`src/gb3_pkg.sv`:
```
// Shared constants, types and helpers for the 3x3 Gaussian blur block.
// No dependencies.
`timescale 1ns / 1ps

package gb3_pkg;

    localparam int MAX_WIDTH  = 2048;
    localparam int MAX_HEIGHT = 4096;

    localparam int COL_W  = $clog2(MAX_WIDTH);
    localparam int WID_W  = $clog2(MAX_WIDTH + 1);
    localparam int HGT_W  = $clog2(MAX_HEIGHT + 1);
    localparam int IROW_W = $clog2(MAX_HEIGHT + 3);
    localparam int OROW_W = $clog2(MAX_HEIGHT);

    localparam int CH_W   = 8;
    localparam int N_CH   = 3;
    localparam int PIX_W  = CH_W * N_CH;
    localparam int SUM_W  = CH_W + 4;
    localparam int N_TAPS = 9;

    localparam int REG_WIDTH_W  = 12;
    localparam int REG_HEIGHT_W = 13;
    localparam int CFG_W        = 13;
    localparam int N_REGS       = 2;
    localparam int CFG_IDX_W    = $clog2(N_REGS);

    localparam logic [REG_WIDTH_W-1:0]  WIDTH_RESET  = REG_WIDTH_W'(640);
    localparam logic [REG_HEIGHT_W-1:0] HEIGHT_RESET = REG_HEIGHT_W'(480);

    // log2 of the kernel weight at each tap, row-major
    localparam int KERNEL_SHIFT [N_TAPS] = '{0, 1, 0, 1, 2, 1, 0, 1, 0};

    typedef enum logic [CFG_IDX_W-1:0] {
        REG_FRAME_WIDTH  = CFG_IDX_W'(0),
        REG_FRAME_HEIGHT = CFG_IDX_W'(1)
    } cfg_reg_t;

    typedef enum logic {
        FUNC_PIXEL = 1'b0,
        FUNC_FLUSH = 1'b1
    } func_t;

    typedef struct packed {
        logic [WID_W-1:0] width;
        logic [HGT_W-1:0] height;
        logic             restart;
    } frame_cfg_t;

    typedef struct packed {
        logic             valid;
        logic             emit;
        logic [COL_W-1:0] col;
        logic [PIX_W-1:0] pix;
    } issue_t;

    typedef struct packed {
        logic [PIX_W-1:0] upper;
        logic [PIX_W-1:0] lower;
    } ls_entry_t;

endpackage

```
`src/gb3_ctrl.sv`:
```
// Input side: scan counters, word filtering and line-store read issue.
// Depends on gb3_pkg.
`timescale 1ns / 1ps

module gb3_ctrl
(
    input  logic                      clk,
    input  logic                      rst_n,
    input  gb3_pkg::frame_cfg_t       cfg,
    input  logic                      in_valid,
    output logic                      in_ready,
    input  logic                      func,
    input  logic [gb3_pkg::CH_W-1:0]  red_in,
    input  logic [gb3_pkg::CH_W-1:0]  green_in,
    input  logic [gb3_pkg::CH_W-1:0]  blue_in,
    input  logic                      s1_free,
    output gb3_pkg::issue_t           issue
);
    import gb3_pkg::*;

    logic [COL_W-1:0]  col_reg, col_next;
    logic [IROW_W-1:0] row_reg, row_next;

    logic              accept;
    logic              flush;
    logic              draining;
    logic              take;
    logic              last_col;
    logic              frame_done;
    logic [COL_W-1:0]  col;

    assign in_ready = s1_free;
    assign accept   = in_valid && s1_free;
    assign flush    = (func_t'(func) == FUNC_FLUSH);
    assign draining = (row_reg >= IROW_W'(cfg.height));
    assign take     = accept && (flush == draining);

    assign col        = ((WID_W'(col_reg)) >= cfg.width) ? '0 : col_reg;
    assign last_col   = ((WID_W'(col) + WID_W'(1)) >= cfg.width);
    assign frame_done = draining && (row_reg == (IROW_W'(cfg.height) + IROW_W'(1)));

    always_comb
    begin
        col_next = col_reg;
        row_next = row_reg;
        if (cfg.restart)
        begin
            col_next = '0;
            row_next = '0;
        end
        else if (take)
        begin
            if (frame_done)
            begin
                col_next = '0;
                row_next = '0;
            end
            else if (last_col)
            begin
                col_next = '0;
                row_next = row_reg + IROW_W'(1);
            end
            else
            begin
                col_next = col + COL_W'(1);
            end
        end
    end

    always_ff @(posedge clk or negedge rst_n)
    begin
        if (!rst_n)
        begin
            col_reg <= '0;
            row_reg <= '0;
        end
        else
        begin
            col_reg <= col_next;
            row_reg <= row_next;
        end
    end

    always_comb
    begin
        issue.valid = take;
        issue.emit  = !((row_reg == '0) || ((row_reg == IROW_W'(1)) && (col == '0)));
        issue.col   = col;
        issue.pix   = flush ? '0 : {red_in, green_in, blue_in};
    end

endmodule

```
`config.mk`:
```
export PLATFORM = sky130hd
export DESIGN_NAME = gb3_ctrl
export DESIGN_NICKNAME = d
export VERILOG_FILES = /design/src/gb3_pkg.sv /design/src/gb3_ctrl.sv
export SDC_FILE = /design/constraint.sdc
export NUM_CORES = 1
export LEC_CHECK = 0
export BUFFER_PORTS_ARGS = -buffer_cell sky130_fd_sc_hd__buf_2
export CAP_MARGIN = 20
export CORE_MARGIN = 10
export CORE_UTILIZATION = 35
export CTS_CLUSTER_DIAMETER = 100
export DETAILED_ROUTE_END_ITERATION = 8
export GPL_ROUTABILITY_DRIVEN = 0
export GPL_TIMING_DRIVEN = 0
export PLACE_DENSITY = 0.62
export REMOVE_ABC_BUFFERS = 1
export SETUP_SLACK_MARGIN = 0.15
export SYNTH_ARGS = -nofsm -noshare
export SYNTH_HDL_FRONTEND = slang
export SYNTH_SLANG_ARGS = --single-unit
```
`constraint.sdc`:
```
create_clock -name clk -period 5 [get_ports clk]
set_clock_uncertainty 0.15 [all_clocks]
set_input_delay 0.25 -clock clk [delete_from_list [all_inputs] [get_ports clk]]
set_output_delay 0.25 -clock clk [all_outputs]
set_load 0.05 [all_outputs]
```
# ---- Word-level counts from Yosys, hierarchy flattened
# Cells that the tools add are included.
dict set report totals {
  regBits 24
  output_inout_bits 38
  in_bits 55
  wordCells 33
}
dict set report op_classes {
  eq_ne 3
  addsub 4
  muxes 10
  order_cmp 3
  reduce_logical 11
}
# op n
set op_table {}
lappend op_table {{$mux W11} 5}
lappend op_table {{$mux W13} 4}
lappend op_table {{$add A13 B1 Y13 const B} 2}
lappend op_table {{$mux W24} 1}
lappend op_table {{$eq A13 B1 Y1 const B} 1}
lappend op_table {{$eq A13 B13 Y1} 1}
lappend op_table {{$ge A13 B13 Y1} 1}
lappend op_table {{$logic_not A13 Y1} 1}
lappend op_table {{$add A11 B1 Y12 const B} 1}
lappend op_table {{$ge A11 B12 Y1} 1}
lappend op_table {{$ge A12 B12 Y1} 1}
lappend op_table {{$add A11 B1 Y11 const B} 1}
lappend op_table {{$logic_not A11 Y1} 1}
lappend op_table {{$logic_and A1 B1 Y1} 4}
lappend op_table {{$reduce_bool A3 Y1} 1}
lappend op_table {{$reduce_and A2 Y1} 1}
lappend op_table {{$reduce_bool A2 Y1} 1}
lappend op_table {{$eq A1 B1 Y1} 1}
lappend op_table {{$logic_not A1 Y1} 1}
lappend op_table {{$logic_or A1 B1 Y1} 1}

# ---- Logic depth before layout (Yosys ltp)
# Gate-level depths: netlist of the first run.
dict set report depth {
  word_depth 8
  depth_mapped 19
  mapped_depth_nobuf 17
}

# ---- Worst setup path after synthesis of the first run
# No wires, ideal clock.
dict set report synth_timing {
  kind {register to register}
  start {reg col_reg[0]}
  end {reg col_reg[0]}
  period_less_slack_ns 4.499
  setup_ns 0.083
  path_slack_ns 0.501
  arrival_time_ns 4.266
  n_path_buf 2
  path_stages_with_launch 19
  required_time_ns 4.767
  cell_sequence {dfrtp_1 clkbuf_1 inv_1 ha_1 nor2b_1 o21ai_0 a21oi_1 o21ai_0 a21oi_1 clkbuf_1 and2_1 ha_1 nand2b_1 a211o_1 a21oi_1 o2111ai_1 nand2_1 nand4b_1 o2bb2ai_1}
}
# item line
set synth_lines {}
lappend synth_lines {{start: declaration} gb3_ctrl.sv:21} ;# logic [COL_W-1:0] col_reg, col_next;
lappend synth_lines {{start signal: assignment} gb3_ctrl.sv:79} ;# col_reg <= col_next;

# ---- Worst setup path after layout of the first run
dict set report layout_timing {
  start {reg col_reg[0]}
  end {reg col_reg[7]}
}
dict set report layout_via {
  elab_chain_len 8
  elab_cells_between_ends 9
  classes_between {2 x add/sub; 2 x order compare; 5 x mux}
}
# item line
set layout_rtl {}
lappend layout_rtl {{$ge A11 B12 Y1} gb3_ctrl.sv:38} ;# assign col = ((WID_W'(col_reg)) >= cfg.width) ? '0 : col_reg;
lappend layout_rtl {{$mux W11 (*)} gb3_ctrl.sv:38}
lappend layout_rtl {{$add A11 B1 Y12} gb3_ctrl.sv:39} ;# assign last_col = ((WID_W'(col) + WID_W'(1)) >= cfg.width);
lappend layout_rtl {{$ge A12 B12 Y1} gb3_ctrl.sv:39}
lappend layout_rtl {{$mux W11 (*)} gb3_ctrl.sv:58} ;# else if (last_col)
lappend layout_rtl {{$mux W11 (*)} gb3_ctrl.sv:53} ;# if (frame_done)
lappend layout_rtl {{$mux W11 (*)} gb3_ctrl.sv:51} ;# else if (take)
lappend layout_rtl {{$mux W11 (*)} gb3_ctrl.sv:46} ;# if (cfg.restart)
# Every way passes the cells marked *; elsewhere a longest branch is shown, timed or not. The select of a mux whose other input is x is not followed.
# A chain may end at the register's enable or synchronous reset.

==> load_flow_metrics.sql, run 1 <==
INSERT INTO impl_metrics (metric_group, metric, value, unit) VALUES
('timing', 'final.min_clock_period', '4.344', 'ns'),
('yosys', 'ys_dominant_reg_cell', 'dfrtp_1', ''),
('final_layout', 'layout-area-overhead-vs-synth', '18.53', '%'),
('pwr', 'cellPowerDensity', '134.7', 'mW/mm^2'),
('global_routing', 'grt_overflow', '0', ''),
('global_routing', 'grt_use_total', '13.78', '%'),
('setup_path', 'regToRegSetupSlack', '0.66', 'ns'),
('timing', 'drv_slew', '0', ''),
('die', 'die_area', '0.01340', 'mm^2'),
('global_routing', 'grt_start_max_net_pins', '27', ''),
('yosys', 'area_share_of_the_leading_cell_type_in_the_synthesized_netlist', '18.72', '%'),
('worst_hold_path', 'timing.hold.worst_endpoint', 'row_reg[10]', ''),
('setup_path', 'worst_r2r_endpoint', 'col_reg[7]', ''),
('clocking', 'clockBufferDepth', '2', ''),
('setup_path', 'critical_path_arrival', '4.39', 'ns'),
('clocking', 'cts_buffers', '3', ''),
('drt', 'vias_per_cell', '5.479', ''),
('yosys', 'synth_cell_type_count', '55', ''),
('timing', 'max_freq', '230.2', 'MHz'),
('yosys', 'post_synth_simple_gate_area', '30.66', '%'),
('timing', 'finalSetupViolCount', '0', ''),
('yosys', 'synth_fa_ha_area_share', '15.60', '%'),
('pwr', 'leakage', '1.925', 'nW'),
('placement', 'dpl.cell_count', '596', ''),
('clocking', 'ctsRootBufferMaster', 'clkbuf_8', ''),
('drt', 'antenna_violating_nets_post_route', '0', ''),
('die', 'coreArea', '0.008806', 'mm^2'),
('final_layout', 'fin_cells', '603', ''),
('clocking', 'clkTransAtPathRegs', '0.09', 'ns'),
('clocking', 'clkSinkCount', '24', ''),
('run_status', 'run_status', 'complete, no violations', ''),
('yosys', 'synth_top_cell_by_area', 'dfrtp_1', ''),
('timing', 'rsz0062_at_grt', 'false', ''),
('timing', 'final_hold_viol_count', '0', ''),
('final_layout', 'largest_register_ffs', '13', ''),
('yosys', 'mappedNetlistArea', '0.003208', 'mm^2'),
('clocking', 'ctsHtreeMaxLevel', '1', ''),
('worst_hold_path', 'worst_hold_path_startpoint', 'cfg[0]', ''),
('placement', 'detailed_place_hpwl', '7527', 'um'),
('yosys', 'yosys_warnings', '0', ''),
('setup_path', 'worst_r2r_startpoint', 'col_reg[0]', ''),
('die', 'core.rowCount', '34', ''),
('drt', 'detailedRoute.firstIterationViolations', '183', ''),
('global_routing', 'grt_first_pass_wirelength', '15580', 'um'),
('die', 'start_util', '36.43', '%'),
('final_layout', 'layout-drive-gt1-share', '22.22', '%'),
('yosys', 'seq_area_frac_synth', '18.72', '%'),
('drt', 'drt_drc_violations_left', '0', ''),
('setup_path', 'reg2regPathDepth', '17', ''),
('yosys', 'synth_seq_cells', '24', ''),
('yosys', 'synth_top_family_by_area', 'simple AND/OR/NAND/NOR gates', ''),
('setup_path', 'worst_ep_required_time', '5.04', 'ns'),
('global_routing', 'first_global_vias', '3366', ''),
('yosys', 'post_synth_inst_count', '413', ''),
('global_routing', 'antenna_found_initial', '0', ''),
('yosys', 'yosys.area_share.xor_xnor', '6.825', '%'),
('yosys', 'async_flop_share', '100.0', '%'),
('worst_hold_path', 'hold_path.class', 'input port to register', ''),
('yosys', 'synthMuxAreaShare', '0', '%'),
('timing', 'min_period_over_period', '86.88', '%'),
('drt', 'routed_wirelength', '9297', 'um'),
('setup_path', 'setup.worst_path.end_class', 'register', ''),
('die', 'die_x', '115.7', 'um'),
('flow_run', 'max_cap_viol_count', '0', ''),
('drt', 'routedWlPerCell', '15.42', 'um'),
('clocking', 'insertion_delay', '0.27', 'ns'),
('final_layout', 'antenna_cells', '0', ''),
('pwr', 'irDropWorstVdd', '0.1083', 'mV'),
('yosys', 'synthTopCellsByArea', 'dfrtp_1 (19%), ha_1 (16%), inv_1 (6.0%)', ''),
('drt', 'firstDrtPassIters', '4', ''),
('drt', 'count_of_vias_placed_by_the_detailed_router', '3304', '');
synthesized netlist by cell type (2+ instances only):
master	count
nand3_1	20
o21ai_0	10
xnor2_1	14
or4b_1	2
a21boi_0	2
clkbuf_8	2
and2_1	11
o211a_1	2
or3_4	2
o32ai_1	2
o31ai_1	7
xor2_1	11
inv_1	51
nand4_1	20
or4_1	2
and3_1	5
clkbuf_1	10
a21o_1	4
dfrtp_1	24
o2bb2ai_1	10
nand2b_1	12
a22oi_1	4
or3_1	6
ha_1	40
and4_1	3
a21oi_1	23
o211ai_1	3
nor4_1	9
buf_4	3
nand4b_1	2
a31oi_1	10
nor2_1	12
or4b_2	2
nand2_1	15
nor2b_1	27
nor3_1	12
stage by stage:
stage / instance area (um^2) / hold slack (ns) / setup WS, ns / utilization (%) / power [mW]
2_1_floorplan: 3094 / -0.1956 / 0.2308 / - / 0.3122
3_3_place_gp: 3690 / 0.1286 / -0.6810 / 41.90 / 0.3748
3_5_place_dp: 3705 / 0.1341 / -0.2903 / 42.07 / 0.3790
4_1_cts: 3794 / 0.1421 / 0.4088 / 43.08 / 0.5148
5_1_grt: 3802 / 0.1508 / 0.2128 / 43.18 / 0.5425
6_report: 3802 / 0.1489 / 0.6558 / 43.18 / 0.5121
cell type report:
type	count	area, um^2
flip-flops and latches	24	600.6
fillers	895	5004
well taps	108	135.1
multi-input cells	321	2331
inverters	51	191.4
clock buffers	4	55.05
repair buffers	95	489.2
report_power, final:
group / switching [mW] / internal [mW]
clock: 0.0658 / 0.0704
combinational: 0.116 / 0.0598
sequential: 0.00413 / 0.196
cells in the final DEF (no fill, tap or decap), drive strengths merged, types with 2 or more instances in the layout:
cell     count
xor2        11
ha          40
o211a        2
or4          2
a21boi       2
nor3        12
and3         5
nand2       15
or4b         4
clkbuf       4
a21oi       24
xnor2       14
nor4         9
nand4       20
nand3       20
and2        13
o2bb2ai     10
o31ai        7
a31oi       10
inv         51
o211ai       3
nor2        12
o21ai       10
a21o         4
and4         3
nand4b       2
o32ai        2
nand2b      12
or3          8
nor2b       27
buf         94
a22oi        4
dfrtp       24
worst max-delay path, cell delays in order, from the launching register on:
cell and delay [ns]:
dfrtp_1 0.49, inv_1 0.07, ha_1 0.27, nor2b_1 0.11, o21ai_0 0.10, a21oi_1 0.19
o21ai_1 0.18, a21oi_4 0.38, and2_1 0.23, ha_1 0.23, nand2b_1 0.14, a211o_1 0.29
a21oi_1 0.32, o2111ai_2 0.33, nand2_2 0.29, nand4b_1 0.12, buf_4 0.20, o2bb2ai_1 0.15
worst max path at each step:
stage,endpoint,slack (ns),depth (start not counted)
3_5_place_dp,col_reg[7],-0.29,16
6_report,col_reg[7],0.66,17
4_1_cts,col_reg[7],0.41,17
3_3_place_gp,col_reg[3],-0.68,16
5_1_grt,row_reg[11],0.21,16
2_1_floorplan,col_reg[0],0.23,15
cells by family after synthesis:
kind of cell	after synthesis
buffers and inverters	69
flip-flops	24
AO/OA/AOI/OAI	88
adder cells (fa/ha/maj)	40
XOR/XNOR	25
AND/OR/NAND/NOR	167
layer usage:
metal	global-route usage, %	share of wire, %
met5	0	0
met4	1.168	0.53
met3	4.858	8.9
met2	23.34	46
met1	17.15	44
what timing repair did:
action                                  4_1_cts  5_1_grt
pin swaps                                     1        0
setup buffers                                 1        0
endpoints found under the setup margin       18       10
cloned                                        1        0
hold buffers                                  1        0
hold endpoints to repair                     24        0
resized for setup                             2        2
Note: power is estimated with default switching activity, not from simulation.
==> run 2: changes to the inputs <==
--- a/config.mk
+++ b/config.mk
@@ -5,6 +5,7 @@
 export SDC_FILE = /design/constraint.sdc
 export NUM_CORES = 1
 export LEC_CHECK = 0
+export ABC_AREA = 1
 export BUFFER_PORTS_ARGS = -buffer_cell sky130_fd_sc_hd__buf_2
 export CAP_MARGIN = 20
 export CORE_MARGIN = 10
@@ -13,7 +14,7 @@
 export DETAILED_ROUTE_END_ITERATION = 8
 export GPL_ROUTABILITY_DRIVEN = 0
 export GPL_TIMING_DRIVEN = 0
-export PLACE_DENSITY = 0.62
+export PLACE_DENSITY = 0.61
 export REMOVE_ABC_BUFFERS = 1
 export SETUP_SLACK_MARGIN = 0.15
 export SYNTH_ARGS = -nofsm -noshare
==> run 2 against run 1 <==
  * Clock-buffer cell count is 1 lower
  * Utilization is 0.43 points lower
  * Final cell count is 32% higher
  * Critical path depth is 2 higher
  * Routed wire length is 2.9% higher
  * Power is 5.8% higher
  * Non-clock buffer count is 2 lower
  * Sequential power is 3% higher
  * Critical path type unchanged
  * Die area is 5.0% higher
  * Combinational power is 27% higher
  * Highest routed layer unchanged
  * Synthesized cell count is 41% higher
==> load_flow_metrics.sql, run 2 <==
INSERT INTO impl_metrics (metric_group, metric, value, unit) VALUES
('setup_path', 'setup.worst_path.end_class', 'register', ''),
('yosys', 'synth_seq_cells', '24', ''),
('final_layout', 'layout-drive-gt1-share', '16.94', '%'),
('setup_path', 'worst_ep_required_time', '5.03', 'ns'),
('final_layout', 'final-seq-area', '600.6', 'um^2'),
('drt', 'antenna_violating_nets_post_route', '0', ''),
('timing', 'final_hold_viol_count', '0', ''),
('global_routing', 'grt_overflow', '0', ''),
('worst_hold_path', 'hold_path.class', 'input port to register', ''),
('final_layout', 'multi_input_comb_area', '0.002297', 'mm^2'),
('final_layout', 'fin_cells', '796', ''),
('final_layout', 'nets', '764', ''),
('clocking', 'insertion_delay', '0.26', 'ns'),
('clocking', 'clkTransAtPathRegs', '0.08', 'ns'),
('yosys', 'synth.avg_cell_area', '5.848', 'um^2'),
('timing', 'final.min_clock_period', '4.309', 'ns'),
('final_layout', 'antenna_cells', '0', ''),
('yosys', 'synth_enable_flop_cells', '0', ''),
('timing', 'min_period_over_period', '86.19', '%'),
('die', 'coreArea', '0.009371', 'mm^2'),
('setup_path', 'timing.critical_path.slowest_stage_cell', 'dfrtp_1', ''),
('final_layout', 'layout-area-overhead-vs-synth', '17.72', '%'),
('final_layout', 'layout_common_cells', 'nand2_1 (186), inv_1 (114), buf_2 (92)', ''),
('clocking', 'cts_tree', 'done', ''),
('setup_path', 'critPathMaxFanout', '10', ''),
('timing', 'tightestPinTransition', '0.5335', 'ns'),
('timing', 'max_freq', '232.1', 'MHz'),
('drt', 'route.met3.wl', '541', 'um'),
('setup_path', 'critPathTopFamily', 'simple AND/OR/NAND/NOR gates', ''),
('setup_path', 'critical_path_buf_inv_count', '0', ''),
('die', 'start_util', '36.32', '%'),
('die', 'die_x', '118.6', 'um'),
('die', 'die_area', '0.01407', 'mm^2'),
('yosys', 'async_flop_share', '100.0', '%'),
('pwr', 'leakage', '2.490', 'nW'),
('placement', 'io_buffers', '92', ''),
('timing', 'setup-tns-final', '0', 'ns'),
('timing', 'rsz0062_at_grt', 'false', ''),
('yosys', 'yosys_warnings', '0', ''),
('clocking', 'cts_buffers', '3', ''),
('drt', 'detailedRoute.firstIterationViolations', '214', ''),
('die', 'core.rowCount', '35', ''),
('drt', 'route.met2.wl', '4357', 'um'),
('yosys', 'mappedNetlistArea', '0.003403', 'mm^2'),
('global_routing', 'grt_start_max_net_pins', '27', ''),
('clocking', 'ctsResizeCount', '0', ''),
('yosys', 'synthTopCellsByArea', 'nand2_1 (21%), dfrtp_1 (18%), ha_1 (15%)', ''),
('final_layout', 'largest_register_ffs', '13', ''),
('timing', 'finalSetupViolCount', '0', ''),
('drt', 'routed_wirelength', '9571', 'um'),
('timing', 'max_slew_margin', '64.43', '%'),
('setup_path', 'criticalPathCategory', 'register to register', ''),
('timing', 'finalWorstSetupSlack', '0.6907', 'ns'),
('drt', 'top_signal_layer_used', 'met4', ''),
('placement', 'detailed_place_hpwl', '8234', 'um'),
('drt', 'vias_per_cell', '4.583', ''),
('die', 'die-height', '118.6', 'um'),
('yosys', 'post_synth_inst_count', '582', ''),
('setup_path', 'timing.critical_path.from_type', 'register', ''),
('drt', 'drt_drc_violations_left', '0', ''),
('final_layout', 'layout.cells.most_common', 'nand2_1', ''),
('final_layout', 'fillCellCount', '1047', ''),
('die', 'floorplan.io_pins', '93', ''),
('yosys', 'synth_most_common_cell', 'nand2_1', ''),
('yosys', 'yosys-top-cells-count', 'nand2_1 (186), inv_1 (114), nor2_1 (82), ha_1 (40), nand3_1 (36)', ''),
('setup_path', 'path_cells', 'ha_1 > nand2_1 > nor2_1 > nand3_1 > nand4_4 > nor2_2 > nand3_1 > nor2_1 > nand2_1 > nand2_1 > nand2_1 > ha_1 > a21oi_1 > nor2_1 > a211oi_1 > nand4_1 > nor2_1 > nand3_1 > o21ai_0', ''),
('global_routing', 'grt_first_pass_wirelength', '16150', 'um'),
('yosys', 'synth_top_cell_by_area', 'nand2_1', ''),
('clocking', 'clockBufferDepth', '2', ''),
('run_status', 'run_status', 'complete, no violations', ''),
('pwr', 'irDropWorstVdd', '0.1008', 'mV'),
('placement', 'dpl.cell_count', '792', ''),
('pwr', 'total_power', '541.8', 'uW'),
('setup_path', 'critical_path_arrival', '4.34', 'ns'),
('clocking', 'ctsHtreeMaxLevel', '1', ''),
('yosys', 'ys_dominant_reg_cell', 'dfrtp_1', ''),
('global_routing', 'first_global_vias', '3653', ''),
('drt', 'routedWlPerCell', '12.02', 'um'),
('global_routing', 'antenna_found_initial', '0', ''),
('global_routing', 'grt_use_total', '13.11', '%'),
('yosys', 'seq_area_frac_synth', '17.65', '%'),
('flow_run', 'max_cap_viol_count', '0', ''),
('drt', 'total_routed_wire_length_on_the_met1_layer', '4629', 'um'),
('placement', 'pre_cts_ws', '0.7028', 'ns'),
('timing', 'worst_hold_slack', '0.2265', 'ns'),
('timing', 'drv_slew', '0', ''),
('yosys', 'synth_cell_type_count', '34', ''),
('clocking', 'clkSinkCount', '24', ''),
('drt', 'firstDrtPassIters', '4', ''),
('pwr', 'cellPowerDensity', '135.2', 'mW/mm^2'),
('setup_path', 'critical-path-max-stage-delay', '0.49', 'ns'),
('clocking', 'ctsRootBufferMaster', 'clkbuf_8', ''),
('clocking', 'postCtsSetupRepairBufs', '0', ''),
('drt', 'count_of_vias_placed_by_the_detailed_router', '3648', ''),
('yosys', 'area_share_of_the_leading_cell_type_in_the_synthesized_netlist', '20.51', '%');
## run 2: path summary, 6_finish.rpt
path	endpoint	cells after the start	start	slack [ns]
min reg2reg	col_reg[0]	2	col_reg[0]	0.39
max reg2reg	col_reg[1]	19	col_reg[3]	0.69
min in group asynchronous	row_reg[2]	2	rst_n	0.35
min	col_reg[3]	4	cfg[0]	0.23
max	col_reg[1]	19	col_reg[3]	0.69
max in group asynchronous	col_reg[8]	2	rst_n	3.99
## run 2: timing repair
action / in CTS / in global routing
hold buffers: 1 / 0
endpoints found under the hold margin: 24 / 0
setup endpoints to repair: 0 / 0
## run 2: metal layers
| layer | vias up | GRT usage [%] |
|---|---|---|
| met4 | 0 | 0.9924 |
| met3 | 4 | 3.808 |
| met2 | 83 | 22.27 |
| met5 | - | 0 |
| met1 | 1597 | 16.64 |
| li1 | 1964 | - |
## run 2: cell families after synthesis
family / share of synthesized area, %
AO/OA/AOI/OAI: 5.625
adder cells (fa/ha/maj): 14.71
buffers and inverters: 14.85
flip-flops: 17.65
AND/OR/NAND/NOR: 43.05
XOR/XNOR: 4.118
## run 2: cell type report
cell class / instances / area share, %
multi-input cells: 431 / 57.34
flip-flops and latches: 24 / 14.99
repair buffers: 93 / 11.74
inverters: 116 / 10.87
well taps: 129 / 4.029
clock buffers: 3 / 1.031
## run 2: where the power goes
group / leakage (nW) / internal, mW / switching (mW) / total (mW)
combinational: 2.14 / 0.0697 / 0.154 / 0.223
sequential: 0.333 / 0.199 / 0.00694 / 0.206
clock: 0.0216 / 0.0539 / 0.0589 / 0.113
total: 2.49 / 0.322 / 0.219 / 0.542
## run 2: worst reg2reg max path, delay by kind of cell, from the launching register on
| kind | cells | cell delay, ns |
|---|---|---|
| and+or+nand+nor | 14 | 2.25 |
| adders and majority gates | 2 | 0.64 |
| DFF | 1 | 0.49 |
| AOI/OAI and AO/OA | 3 | 0.71 |
## run 2: per-stage QoR
| step | area [um^2] | util, % |
|---|---|---|
| after floorplan | 3333 | - |
| after global placement | 3955 | 42.20 |
| after detailed placement | 3955 | 42.20 |
| after CTS | 4006 | 42.75 |
| after global routing | 4006 | 42.75 |
| final | 4006 | 42.75 |
