## src/gb3_pkg.sv

```systemverilog
// Shared constants, types and helpers for the 3x3 Gaussian blur block.
// No dependencies.
`timescale 1ns / 1ps

package gb3_pkg;

    localparam int MAX_WIDTH  = 2048;
    localparam int MAX_HEIGHT = 4096;

    localparam int COL_W  = $clog2(MAX_WIDTH);
    localparam int WID_W  = $clog2(MAX_WIDTH + 1);
    localparam int HGT_W  = $clog2(MAX_HEIGHT + 1);
    localparam int IROW_W = $clog2(MAX_HEIGHT + 3);
    localparam int OROW_W = $clog2(MAX_HEIGHT);

    localparam int CH_W   = 8;
    localparam int N_CH   = 3;
    localparam int PIX_W  = CH_W * N_CH;
    localparam int SUM_W  = CH_W + 4;
    localparam int N_TAPS = 9;

    localparam int REG_WIDTH_W  = 12;
    localparam int REG_HEIGHT_W = 13;
    localparam int CFG_W        = 13;
    localparam int N_REGS       = 2;
    localparam int CFG_IDX_W    = $clog2(N_REGS);

    localparam logic [REG_WIDTH_W-1:0]  WIDTH_RESET  = REG_WIDTH_W'(640);
    localparam logic [REG_HEIGHT_W-1:0] HEIGHT_RESET = REG_HEIGHT_W'(480);

    // log2 of the kernel weight at each tap, row-major
    localparam int KERNEL_SHIFT [N_TAPS] = '{0, 1, 0, 1, 2, 1, 0, 1, 0};

    typedef enum logic [CFG_IDX_W-1:0] {
        REG_FRAME_WIDTH  = CFG_IDX_W'(0),
        REG_FRAME_HEIGHT = CFG_IDX_W'(1)
    } cfg_reg_t;

    typedef enum logic {
        FUNC_PIXEL = 1'b0,
        FUNC_FLUSH = 1'b1
    } func_t;

    typedef struct packed {
        logic [WID_W-1:0] width;
        logic [HGT_W-1:0] height;
        logic             restart;
    } frame_cfg_t;

    typedef struct packed {
        logic             valid;
        logic             emit;
        logic [COL_W-1:0] col;
        logic [PIX_W-1:0] pix;
    } issue_t;

    typedef struct packed {
        logic [PIX_W-1:0] upper;
        logic [PIX_W-1:0] lower;
    } ls_entry_t;

endpackage

```

## src/gb3_window.sv

```systemverilog
// Window stage: line-store write-back with bypass, 3x3 window, kernel
// sum and output register. Depends on gb3_pkg.
`timescale 1ns / 1ps

module gb3_window
(
    input  logic                      clk,
    input  logic                      rst_n,
    input  gb3_pkg::frame_cfg_t       cfg,
    input  gb3_pkg::issue_t           issue,
    output logic                      s1_free,
    input  gb3_pkg::ls_entry_t        ls_rdata,
    output logic                      ls_wen,
    output logic [gb3_pkg::COL_W-1:0] ls_waddr,
    output gb3_pkg::ls_entry_t        ls_wdata,
    output logic                      out_valid,
    input  logic                      out_ready,
    output logic [gb3_pkg::CH_W-1:0]  red_out,
    output logic [gb3_pkg::CH_W-1:0]  green_out,
    output logic [gb3_pkg::CH_W-1:0]  blue_out,
    output logic                      frame_end
);
    import gb3_pkg::*;

    issue_t            s1_reg, s1_next;
    logic              lw_valid_reg;
    logic [COL_W-1:0]  lw_addr_reg;
    ls_entry_t         lw_data_reg;
    logic [PIX_W-1:0]  win_reg [N_TAPS];
    logic [PIX_W-1:0]  win_next [N_TAPS];
    logic [PIX_W-1:0]  win_shift [N_TAPS];
    logic [COL_W-1:0]  ocol_reg, ocol_next;
    logic [OROW_W-1:0] orow_reg, orow_next;
    logic              out_valid_reg, out_valid_next;
    logic [CH_W-1:0]   red_reg, green_reg, blue_reg;
    logic              frame_end_reg;

    logic              out_free;
    logic              s1_go;
    logic              load;
    ls_entry_t         cur;
    logic              mask_top, mask_bot, mask_left, mask_right;
    logic              frame_last;
    logic [N_TAPS-1:0] tap_mask;
    logic [SUM_W-1:0]  ch_sum [N_CH];

    assign out_free = !out_valid_reg || out_ready;
    assign s1_go    = s1_reg.valid && (!s1_reg.emit || out_free);
    assign s1_free  = !s1_reg.valid || s1_go;
    assign load     = s1_go && s1_reg.emit;

    // read data predates the latest write to the same column
    assign cur = (lw_valid_reg && (lw_addr_reg == s1_reg.col)) ? lw_data_reg : ls_rdata;

    assign ls_wen         = s1_go;
    assign ls_waddr       = s1_reg.col;
    assign ls_wdata.upper = cur.lower;
    assign ls_wdata.lower = s1_reg.pix;

    always_comb
    begin
        s1_next = s1_reg;
        if (s1_free)
        begin
            s1_next = issue;
        end
    end

    always_comb
    begin
        for (int r = 0; r < 3; r++)
        begin
            win_shift[r*3]     = win_reg[r*3 + 1];
            win_shift[r*3 + 1] = win_reg[r*3 + 2];
        end
        win_shift[2] = cur.upper;
        win_shift[5] = cur.lower;
        win_shift[8] = s1_reg.pix;
    end

    assign mask_top   = (orow_reg == '0);
    assign mask_bot   = ((HGT_W'(orow_reg) + HGT_W'(1)) >= cfg.height);
    assign mask_left  = (ocol_reg == '0);
    assign mask_right = ((WID_W'(ocol_reg) + WID_W'(1)) >= cfg.width);
    assign frame_last = mask_bot && mask_right;

    always_comb
    begin
        for (int r = 0; r < 3; r++)
        begin
            for (int c = 0; c < 3; c++)
            begin
                tap_mask[r*3 + c] = ((r == 0) && mask_top) || ((r == 2) && mask_bot) ||
                                    ((c == 0) && mask_left) || ((c == 2) && mask_right);
            end
        end
        for (int ch = 0; ch < N_CH; ch++)
        begin
            ch_sum[ch] = '0;
            for (int t = 0; t < N_TAPS; t++)
            begin
                if (!tap_mask[t])
                begin
                    ch_sum[ch] = ch_sum[ch] +
                        (SUM_W'(win_shift[t][(N_CH - 1 - ch)*CH_W +: CH_W]) << KERNEL_SHIFT[t]);
                end
            end
        end
    end

    always_comb
    begin
        for (int t = 0; t < N_TAPS; t++)
        begin
            win_next[t] = win_reg[t];
            if (cfg.restart || (load && frame_last))
            begin
                win_next[t] = '0;
            end
            else if (s1_go)
            begin
                win_next[t] = win_shift[t];
            end
        end
    end

    always_comb
    begin
        ocol_next = ocol_reg;
        orow_next = orow_reg;
        if (cfg.restart || (load && frame_last))
        begin
            ocol_next = '0;
            orow_next = '0;
        end
        else if (load)
        begin
            if (mask_right)
            begin
                ocol_next = '0;
                orow_next = orow_reg + OROW_W'(1);
            end
            else
            begin
                ocol_next = ocol_reg + COL_W'(1);
            end
        end
    end

    always_comb
    begin
        out_valid_next = out_valid_reg;
        if (load)
        begin
            out_valid_next = 1'b1;
        end
        else if (out_ready)
        begin
            out_valid_next = 1'b0;
        end
    end

    always_ff @(posedge clk or negedge rst_n)
    begin
        if (!rst_n)
        begin
            s1_reg        <= '0;
            lw_valid_reg  <= 1'b0;
            ocol_reg      <= '0;
            orow_reg      <= '0;
            out_valid_reg <= 1'b0;
            for (int t = 0; t < N_TAPS; t++)
            begin
                win_reg[t] <= '0;
            end
        end
        else
        begin
            s1_reg        <= s1_next;
            ocol_reg      <= ocol_next;
            orow_reg      <= orow_next;
            out_valid_reg <= out_valid_next;
            if (ls_wen)
            begin
                lw_valid_reg <= 1'b1;
            end
            for (int t = 0; t < N_TAPS; t++)
            begin
                win_reg[t] <= win_next[t];
            end
        end
    end

    always_ff @(posedge clk)
    begin
        if (ls_wen)
        begin
            lw_addr_reg <= ls_waddr;
            lw_data_reg <= ls_wdata;
        end
        if (load)
        begin
            red_reg       <= ch_sum[0][SUM_W-1 -: CH_W];
            green_reg     <= ch_sum[1][SUM_W-1 -: CH_W];
            blue_reg      <= ch_sum[2][SUM_W-1 -: CH_W];
            frame_end_reg <= frame_last;
        end
    end

    assign out_valid = out_valid_reg;
    assign red_out   = red_reg;
    assign green_out = green_reg;
    assign blue_out  = blue_reg;
    assign frame_end = frame_end_reg;

endmodule

```

## config.mk

```make
export PLATFORM = sky130hd
export DESIGN_NAME = gb3_window
export DESIGN_NICKNAME = d
export VERILOG_FILES = /design/src/gb3_pkg.sv /design/src/gb3_window.sv
export SDC_FILE = /design/constraint.sdc
export NUM_CORES = 1
export LEC_CHECK = 0
export BUFFER_PORTS_ARGS = -buffer_cell sky130_fd_sc_hd__buf_2
export CORE_AREA = 2 2 245 247
export DETAILED_ROUTE_END_ITERATION = 16
export DIE_AREA = 0 0 247 249
export PLACE_DENSITY = 0.63
export SYNTH_ARGS = -nofsm -noshare
export SYNTH_HDL_FRONTEND = slang
export SYNTH_SLANG_ARGS = --single-unit
```

## constraint.sdc

```tcl
create_clock -name clk -period 29.8 [get_ports clk]
set_input_delay 1.49 -clock clk [delete_from_list [all_inputs] [get_ports clk]]
set_output_delay 1.49 -clock clk [all_outputs]
set_load 0.05 [all_outputs]
```

# Word-level counts from Yosys, hierarchy flattened
# Cells that the tools add are included.
[classes] n_mux=45 add_sub_neg=28 magnitude_cmp=2 reduce_logical=23 eq_ne=1
[op_table] operator="$mux 12" n=24
[op_table] operator="$mux 24" n=12
[op_table] operator="$add 12x8->12" n=9
[op_table] operator="$add 12x9->12" n=9
[op_table] operator="$mux 48" n=1
[op_table] operator="$add 12x10->12" n=3
[op_table] operator="$mux 11" n=3
[op_table] operator="$add 8x9->10" n=3
[op_table] operator="$mux 8" n=3
[op_table] operator="$add 12x1->13 const B" n=1
[op_table] operator="$ge 13x13->1" n=1
[op_table] operator="$add 11x1->12 const B" n=1
[op_table] operator="$add 12x1->12 const B" n=1
[op_table] operator="$ge 12x12->1" n=1
[op_table] operator="$logic_not 12->1" n=1
[op_table] operator="$add 11x1->11 const B" n=1
[op_table] operator="$eq 11x11->1" n=1
[op_table] operator="$logic_not 11->1" n=1
[op_table] operator="$logic_or 1x1->1" n=8
[op_table] operator="$reduce_bool 2->1" n=4
[op_table] operator="$logic_and 1x1->1" n=5
[op_table] operator="$logic_not 1->1" n=3
[op_table] operator="$mux 1" n=2
[op_table] operator="$reduce_and 2->1" n=1
[word_totals] output_inout_bits=87 word_cells=120 reg_bits=290

# Logic depth before layout (Yosys ltp)
# Gate-level depths: netlist (run 1).
[depth] depth_word=18 mapped_depth=53 mapped_depth_nobuf=49

# Least setup slack after synthesis (run 1)
# Ideal clock, no wire load.
[synth_timing] kind="input port to flip-flop" from="input cfg[14] in the netlist's numbering" to="register red_reg[7] (netlist: red_out[7]) (data pin)" setup_ns=0.262 stages=41 required_ns=29.538 arrival_ns=9.634 setup_slack_ns=19.903 path_cell_list="ha_1 > nand2b_1 > a2111oi_0 > nor3_1 > o41ai_2 > clkbuf_1 > buf_1 > clkbuf_1 > nor2_1 > a21oi_1 > nor2_1 > ha_1 > a21o_1 > a21oi_1 > xnor2_1 > mux2_2 > ha_1 > xnor2_1 > (+5 left out) > o21ai_0 > inv_1 > ha_1 > a21boi_0 > o22ai_1 > ha_1 > a21o_1 > xor2_1 > nor2_1 > a21oi_1 > ha_1 > and2_1 > o21ai_0 > nand2_1 > a22oi_1 > mux2i_1 > o2bb2ai_1 > xor2_1"
[synth_rtl] item="start: declaration" line="gb3_window.sv:9" text="input gb3_pkg::frame_cfg_t cfg,"
[synth_rtl] item="end signal: assignment" line="gb3_window.sv:203" text="red_reg <= ch_sum[0][SUM_W-1 -: CH_W];"
[synth_rtl] item="end: declaration" line="gb3_window.sv:35" text="logic [CH_W-1:0] red_reg, green_reg, blue_reg;"

==> summary.md, run 1 <==
| Metric | Value |
|---|---|
| Status | complete, no violations |
| Number of port buffers | 200 |
| Worst slew pin tran | 1115 ps |
| Reg2reg start | ocol_reg[0] |
| Drt pass-1 iters | 5 |
| First-pass GRT wire length | 100,200 um |
| Synth Warn # | 0 |
| Pleak | 11.68 nW |
| Final Power | 2.687 mW |
| Final std cell area, no fill | 25,550 um^2 |
| Fillers | 5,630 |
| Vias in the first global route | 19,320 |
| # hold bufs at CTS | 0 |
| Nets | 3,111 |
| Ports | 201 |
| Worst path required time | 30,080 ps |
| Critical-path top delay cell | or4b_4 |
| Rows | 89 |
| Layout area overhead | 12.14% |
| Die area | 61,500 um^2 |
| Placed Cells | 3,499 |
| Crit end category | flop |
| Worst Hold Launch | lw_valid_reg |
| RR Endpoint | red_out[7] |
| Clk pwr share | 0.169 |
| Post-route ant nets | 0 |
| Reg area | 7677 um^2 |
| Worst EP arrival | 11,170 ps |
| Pint | 1.486 mW |
| Cts bufs inserted | 36 |
| Max stage delay on crit path | 500 ps |
| Vias post-DR | 19,330 |
| Post-CTS sizing | 0 |
| Rel. slew slack | 0.2569 |
| Library cells used by synthesis | 88 |
| Gr usage total | 0.2011 |
| Max-Cap Viols | 0 |
| Final wirelength | 62,370 um |
| Dpl cell area | 24,340 um^2 |
| Longest Clk Path Bufs | 3 |
| Antenna violations before repair | 0 |
| Sequential share of power | 0.203 |
| Max FFs per register | 144 |
| Skew final | 24.73 ps |
| Unrepaired setup endpoints after global routing | false |
| Worst Hold Class | reg -> reg |
| Starting DRT DRC Count | 1,094 |
| Largest net degree at the start of global routing | 112 |
| CTS tree | yes |
| Chip Width | 247 um |
| Multi-input logic area | 13,920 um^2 |
| Slew Viols, Final | 0 |
| Final setup vio count | 0 |
| Core area | 58,690 um^2 |
| Sw Share | 0.4467 |
| Worst-path clk slew | 60 ps |
| Post-synthesis async set-or-reset flop share | 0.7103 |
| Reg2reg setup slack | 18,910 ps |
| Total gr overflow | 0 |
| Post-synthesis cell area | 22,780 um^2 |
| Pwr/cell area | 105.2 nW/um^2 |
| Synth Instances | 2,639 |
| Final Non-Filler Cells | 3,566 |
| DP HPWL | 46,090 um |
| CTS Sinks | 290 |
| Worst Setup Start Kind | flop |
| Crit-path most repeated cell | ha_1 |
| Sequential fraction of the synthesis area | 0.3370 |
| Worst Path Class, Setup | reg -> reg |
| Worst skew pair latency | 560 ps |
| Routability congestion estimate | 0.8955 |
| Final Hold Vio Count | 0 |
| Starting Density | 0.3882 |
| Tmin final | 10,890 ps |
| Seq cells post-synth | 290 |
| Post-CTS setup buffer count | 0 |
| Post-DR vias/cell | 5.421 |
| Switching pwr | 1.200 mW |
| Clk Tree Root Cell | clkbuf_16 |
| Hold path endpoint | lw_valid_reg |
| Reg2reg path depth | 48 |
| Hold path depth | 1 |
| Routed wire per std cell | 17.49 um |
| Fin util | 0.4353 |
| Layout cells sized above 1 | 0.1529 |
| Peak VDD IR | 71.81 uV |
| Top_reg_cell synth | dfrtp_1 |
| Tcrit/Tclk final | 0.3654 |
| H-Tree Level Count | 2 |
| Setup TNS | 0 ps |
| Logic gate share of total power | 0.628 |
| Avg Inst Size Synth | 8.633 um^2 |
| Fmax | 0.09183 GHz |
| DRC violations left | 0 |
| DIE HEIGHT | 249 um |
| Post-Syn Nets | 2,986 |
| CP max FO | 71 |
| Post-synth EDFFs | 84 |
## synthesized netlist by cell type (all sizes together) (51+ instances only)
| library cell | count | area share |
|---|---|---|
| dfrtp | 206 | 0.23 |
| inv | 152 | 0.025 |
| o21ai | 124 | 0.028 |
| xnor2 | 118 | 0.046 |
| nand2 | 345 | 0.057 |
| nor2 | 275 | 0.046 |
| clkbuf | 87 | 0.014 |
| a21oi | 271 | 0.060 |
| ha | 212 | 0.12 |
| xor2 | 53 | 0.020 |
| buf | 51 | 0.014 |
| edfxtp | 84 | 0.11 |
| mux2 | 95 | 0.047 |
| nor3 | 82 | 0.018 |
## per-stage QoR
stage | hold slack [ps] | setup slack (ps)
after floorplan | 434.3 | 19900
after global placement | 454.0 | 19380
after detailed placement | 461.0 | 19130
after CTS | 475.5 | 19090
after global routing | 501.2 | 18080
final | 477.5 | 18910
## power groups by stage
stage / clock network [mW] / logic [mW] / registers (mW)
final: 0.454 / 1.69 / 0.544
after global routing: 0.480 / 1.89 / 0.550
after CTS: 0.465 / 1.68 / 0.545
after detailed placement: 0 / 1.67 / 0.552
after global placement: 0 / 1.61 / 0.550
after floorplan: 0 / 1.29 / 0.598
## worst max-delay path: cells and delay by family, from the launching register on
family / cells / cell delay [ps]
AOI/OAI and AO/OA: 17 / 3310
adders and majority gates: 10 / 2890
and+or+nand+nor: 11 / 2330
buffers and inverters: 4 / 570
xor gates and xnor gates: 4 / 510
muxes: 2 / 500
DFF: 1 / 450
## how the worst max path moves through the flow
stage | from | end | slack, ps | depth (start not counted)
final | ocol_reg[0] | red_out[7] | 18910 | 48
after detailed placement | ocol_reg[0] | red_out[7] | 19130 | 45
after global routing | ocol_reg[0] | red_out[7] | 18080 | 45
after floorplan | cfg[14] | red_out[7] | 19900 | 41
after CTS | ocol_reg[0] | red_out[7] | 19090 | 45
after global placement | cfg[14] | red_out[7] | 19380 | 41
## metal layers
layer  vias up  share of wire  global-route usage
met4         0          0.038             0.07952
met5         -              0                   0
met2       487           0.46              0.3277
li1       9446              -                   -
met1      9274           0.45              0.2674
met3       126          0.047             0.02920
## layout make-up
class,count,area share
diodes,1,0.00009795
clock buffers,46,0.03874
clock inverters,20,0.008521
inverters,152,0.02253
multi-input cells,2059,0.5448
flip-flops and latches,290,0.3005
well taps,773,0.03786
repair buffers,225,0.04692
## cells by family (layout without fill, tap and decap cells)
logic type,after synthesis,in the layout,synth area share
simple gates,893,893,0.1741
compound gates,642,642,0.1763
flops,290,290,0.3370
buf+inv,290,443,0.05360
fa+ha+maj,235,235,0.1358
xor+xnor,171,171,0.06607
mux,118,118,0.05722
other cells,0,1,0
## cells in the final DEF (no fill, tap or decap), types with 6 or more instances in the layout
master	count
clkinv_2	8
or3_1	6
o21ai_0	120
nor2_1	273
and2_1	17
a22o_1	9
inv_1	151
nor4_1	6
mux2_2	94
buf_2	199
a21o_1	46
nand4_1	8
o22ai_1	7
xnor2_1	117
clkbuf_1	6
a21boi_0	12
edfxtp_1	84
o21a_1	26
or2_2	11
a21oi_1	271
o31a_1	9
xor2_1	53
ha_1	212
and3_1	39
a211oi_1	27
nor3_1	79
nand2_1	343
o31ai_1	19
dfrtp_1	206
o21bai_1	19
o211ai_1	15
nor2b_1	24
nand2b_1	32
clkbuf_16	37
buf_4	25
fa_1	21
mux2i_1	23
nand3_1	28
a31oi_1	9
Power figures use the tool's default switching activity.
==> run 2, diff against run 1 <==
ABC_AREA = 1   (was default)
CORE_AREA = 2 2 246 248   (was 2 2 245 247)
DIE_AREA = 0 0 248 250   (was 0 0 247 249)
PLACE_DENSITY = 0.65   (was 0.63)
clock period = 9.33 ns   (was 29.8 ns; I/O delays follow)
==> run 2 against run 1 <==
Net effect: clock-buffer cell count is 2 higher; register-to-register slack lost 18000 ps; total power grew to 3.6 times the previous value; hold slack got worse by 370 ps; sequential power increased to 3.1 times the previous value; via count rose by 6.5%; sequential share of layout area shrank 1.0 points; non-clock buffer count up 28; cell count grew 16%; first-iteration DRC count is 3.2% higher; critical path depth grew 7; area after synthesis is 1.1% higher; largest cell class unchanged; largest power group unchanged; highest routed layer unchanged.
==> summary.md, run 2 <==
| Metric | Value |
|---|---|
| Status | complete, no violations |
| Largest net degree at the start of global routing | 101 (-9.8%) |
| Total gr overflow | 0 (unchanged) |
| Layout area overhead | 14.91% |
| Slew Viols, Final | 0 (unchanged) |
| Post-synthesis async set-or-reset flop share | 0.7103 (unchanged) |
| Sequential fraction of the synthesis area | 0.3335 (-0.003516) |
| Post-synth top cells | nand2_1, inv_1, o21ai_0, a21oi_1, ha_1 |
| Max FFs per register | 144 (unchanged) |
| Post-synthesis cell area | 23,020 um^2 (+1.1%) |
| Longest Clk Path Bufs | 3 (unchanged) |
| Dpl cell area | 24,670 um^2 (+1.4%) |
| Setup WS pre-CTS | 73.00 ps (-19,060 ps) |
| Synth Warn # | 0 (unchanged) |
| H-Tree Level Count | 2 (unchanged) |
| Yosys top cell area share | 0.2239 (-0.002361) |
| Final Power | 9.580 mW (+260%) |
| CP Capture Point | red_out[7] |
| Final Non-Filler Cells | 4,125 (+16%) |
| Drt pass-1 iters | 5 (unchanged) |
| Most common cell in the synthesized netlist | nand2_1 |
| Tmin final | 8691 ps (-2199 ps) |
| Post-route ant nets | 0 (unchanged) |
| Nets | 3,664 (+18%) |
| Top_reg_cell synth | dfrtp_1 |
| Worst Setup Start Kind | flop |
| Max stage delay on crit path | 440 ps (-60 ps) |
| Starting DRT DRC Count | 1,129 (+3.2%) |
| Worst path required time | 9650 ps (-20,430 ps) |
| Critical-path top delay cell | fa_2 |
| Worst skew pair latency | 560 ps (about the same) |
| Seq cells post-synth | 290 (unchanged) |
| First-pass GRT wire length | 103,900 um (+3.7%) |
| Setup TNS | 0 ps (unchanged) |
| Rel. slew slack | 0.3167 (+0.05973) |
| Avg Inst Size Synth | 7.284 um^2 (-16%) |
| Antenna diodes | 0 (-1) |
| Final wirelength | 64,760 um (+3.8%) |
| Library cells used by synthesis | 58 (-34%) |
| Core area | 59,570 um^2 (+1.5%) |
| Reg2reg path depth | 55 (+15%) |
| Commonest cells after routing, fill and taps aside | nand2_1, inv_1, dfrtp_1, a21oi_1, ha_1 |
| Die area | 62,000 um^2 (+0.81%) |
| CTS Sinks | 290 (unchanged) |
| Routed wire per std cell | 15.70 um (-10%) |
| Final std cell area, no fill | 26,460 um^2 (+3.6%) |
| Post-Syn Nets | 3,508 (+17%) |
| Most common cell after layout, fill and taps aside | nand2_1 |
| Crit path launch | ocol_reg[0] |
| Worst Hold Class | in -> reg |
| Pwr/cell area | 362.1 nW/um^2 (+240%) |
| Vias post-DR | 20,580 (+6.5%) |
| Gr usage total | 0.2093 (+0.008236) |
| Pleak | 13.54 nW (+16%) |
| Placed Cells | 4,045 (+16%) |
| Tcrit/Tclk final | 0.9315 (+0.5661) |
| Setup ws final | 639.5 ps (-18,270 ps) |
| Clk Tree Root Cell | clkbuf_16 |
| Worst slew pin tran | 1025 ps (-89.59 ps) |
| Met1 WL | 30,630 um (+8.2%) |
| Hold_ws | 105.1 ps (-372.4 ps) |
| CP max FO | 11 (-85%) |
| Layout cells sized above 1 | 0.1466 (-0.006362) |
| Worst EP arrival | 9010 ps (-2160 ps) |
| Reg2reg start | ocol_reg[0] |
| Starting Density | 0.3865 (-0.001732) |
| Final Hold Vio Count | 0 (unchanged) |
| Ports | 201 (unchanged) |
| Routed wl met2 | 29,150 um (+1.3%) |
| Skew final | 28.66 ps (+3.932 ps) |
| Synth area leaders | dfrtp_1, nand2_1, ha_1, edfxtp_1, inv_1 |
| Cts bufs inserted | 37 (+2.8%) |
| Vias in the first global route | 19,720 (+2.0%) |
| DRC violations left | 0 (unchanged) |
| Highest Signal Layer | met4 |
| Post-synth EDFFs | 84 (unchanged) |
| DP HPWL | 47,930 um (+4.0%) |
| Antenna violations before repair | 0 (unchanged) |
| Fmax | 0.1151 GHz (+25%) |
| Rows | 90 (+1.1%) |
| CTS tree | yes |
| Final setup vio count | 0 (unchanged) |
| Chip Width | 248 um (+0.40%) |
| Number of port buffers | 200 (unchanged) |
| DIE HEIGHT | 250 um (+0.40%) |
| Crit end category | flop |
| RR Endpoint | red_out[7] |
| Routability congestion estimate | 0.8782 (-1.9%) |
| Max-Cap Viols | 0 (unchanged) |
| WL met3 | 3114 um (+6.5%) |
| Reg2reg setup slack | 640 ps (-18,270 ps) |
| Post-DR vias/cell | 4.990 (-8.0%) |
| Worst Path Class, Setup | reg -> reg |
| Fin util | 0.4441 (+0.008763) |
| Worst-path clk slew | 60 ps (about the same) |
| Synth Instances | 3,161 (+20%) |
| Leading area contributor after synthesis | dfrtp_1 |
| Peak VDD IR | 212.5 uV (+200%) |
## run 2: cell count changes in the layout (fill, tap and decap cells not counted), sizes merged, moves of 40 or more
| cell | before | now |
|---|---|---|
| nand3 | 28 | 199 |
| xnor2 | 118 | 38 |
| and3 | 40 | 0 |
| inv | 157 | 439 |
| nor3 | 82 | 27 |
| mux2 | 95 | 0 |
| nand2 | 345 | 881 |
| a21oi | 271 | 219 |
| o21ai | 124 | 249 |
| nor2 | 275 | 217 |
## run 2: critical path, delay by kind of cell, from the launching register on
| family | cells | cell delay, ps |
|---|---|---|
| xor gates and xnor gates | 3 | 560 |
| adders and majority gates | 9 | 2650 |
| AOI/OAI and AO/OA | 11 | 2000 |
| and+or+nand+nor | 24 | 2280 |
| DFF | 1 | 410 |
| buffers and inverters | 8 | 530 |
## run 2: cells by family (layout without fill, tap and decap cells)
logic type	Yosys count	count (layout)	share of synthesized area
AO/OA/AOI/OAI	563	563	0.1341
XOR/XNOR	107	107	0.04103
adder cells (fa/ha/maj)	233	233	0.1335
buffers and inverters	573	755	0.09989
flip-flops	290	290	0.3335
multiplexers	2	2	0.0008696
AND/OR/NAND/NOR	1393	1393	0.2572
## run 2: final cells by class
| class | count | area (um^2) |
|---|---|---|
| fill | 5970 | 33110 |
| multi-input combinational | 2298 | 13470 |
| sequential | 290 | 7677 |
| inverter | 437 | 1654 |
| timing repair buffer | 253 | 1439 |
| clock buffer | 48 | 1027 |
| tap | 782 | 978.4 |
| clock inverter | 17 | 209.0 |
## run 2: metal layers
| metal | vias to the layer above | global-route usage |
|---|---|---|
| li1 | 10580 | - |
| met1 | 9480 | 0.2941 |
| met2 | 432 | 0.3328 |
| met3 | 94 | 0.02904 |
| met4 | 0 | 0.06210 |
| met5 | - | 0 |
## run 2: how the worst min path moves through the flow
stage | from | to | slack (ps) | cells past startpoint
floorplan | rst_n | ls_waddr[0] | 170 | 0
global placement | lw_valid_reg | lw_valid_reg | 440 | 2
detailed placement | lw_valid_reg | lw_valid_reg | 450 | 2
CTS | issue[36] | s1_reg[36] | 70 | 2
global route | issue[36] | s1_reg[36] | 90 | 2
finish | issue[36] | s1_reg[36] | 110 | 2
## run 2: repair_timing
action / in CTS / in global routing
endpoints found under the hold margin: 83 / 0
setup endpoints to repair: 0 / 21
hold buffers: 1 / 0
setup buffers: 0 / 14
resized for setup: 0 / 123
## run 2: report_power, final
part | total, mW | switching (mW) | internal (mW) | leakage [nW]
Clock | 1.48 | 0.587 | 0.891 | 0.602
Sequential | 1.68 | 0.0811 | 1.60 | 3.52
Combinational | 6.43 | 3.94 | 2.48 | 9.41
Total | 9.58 | 4.61 | 4.97 | 13.5
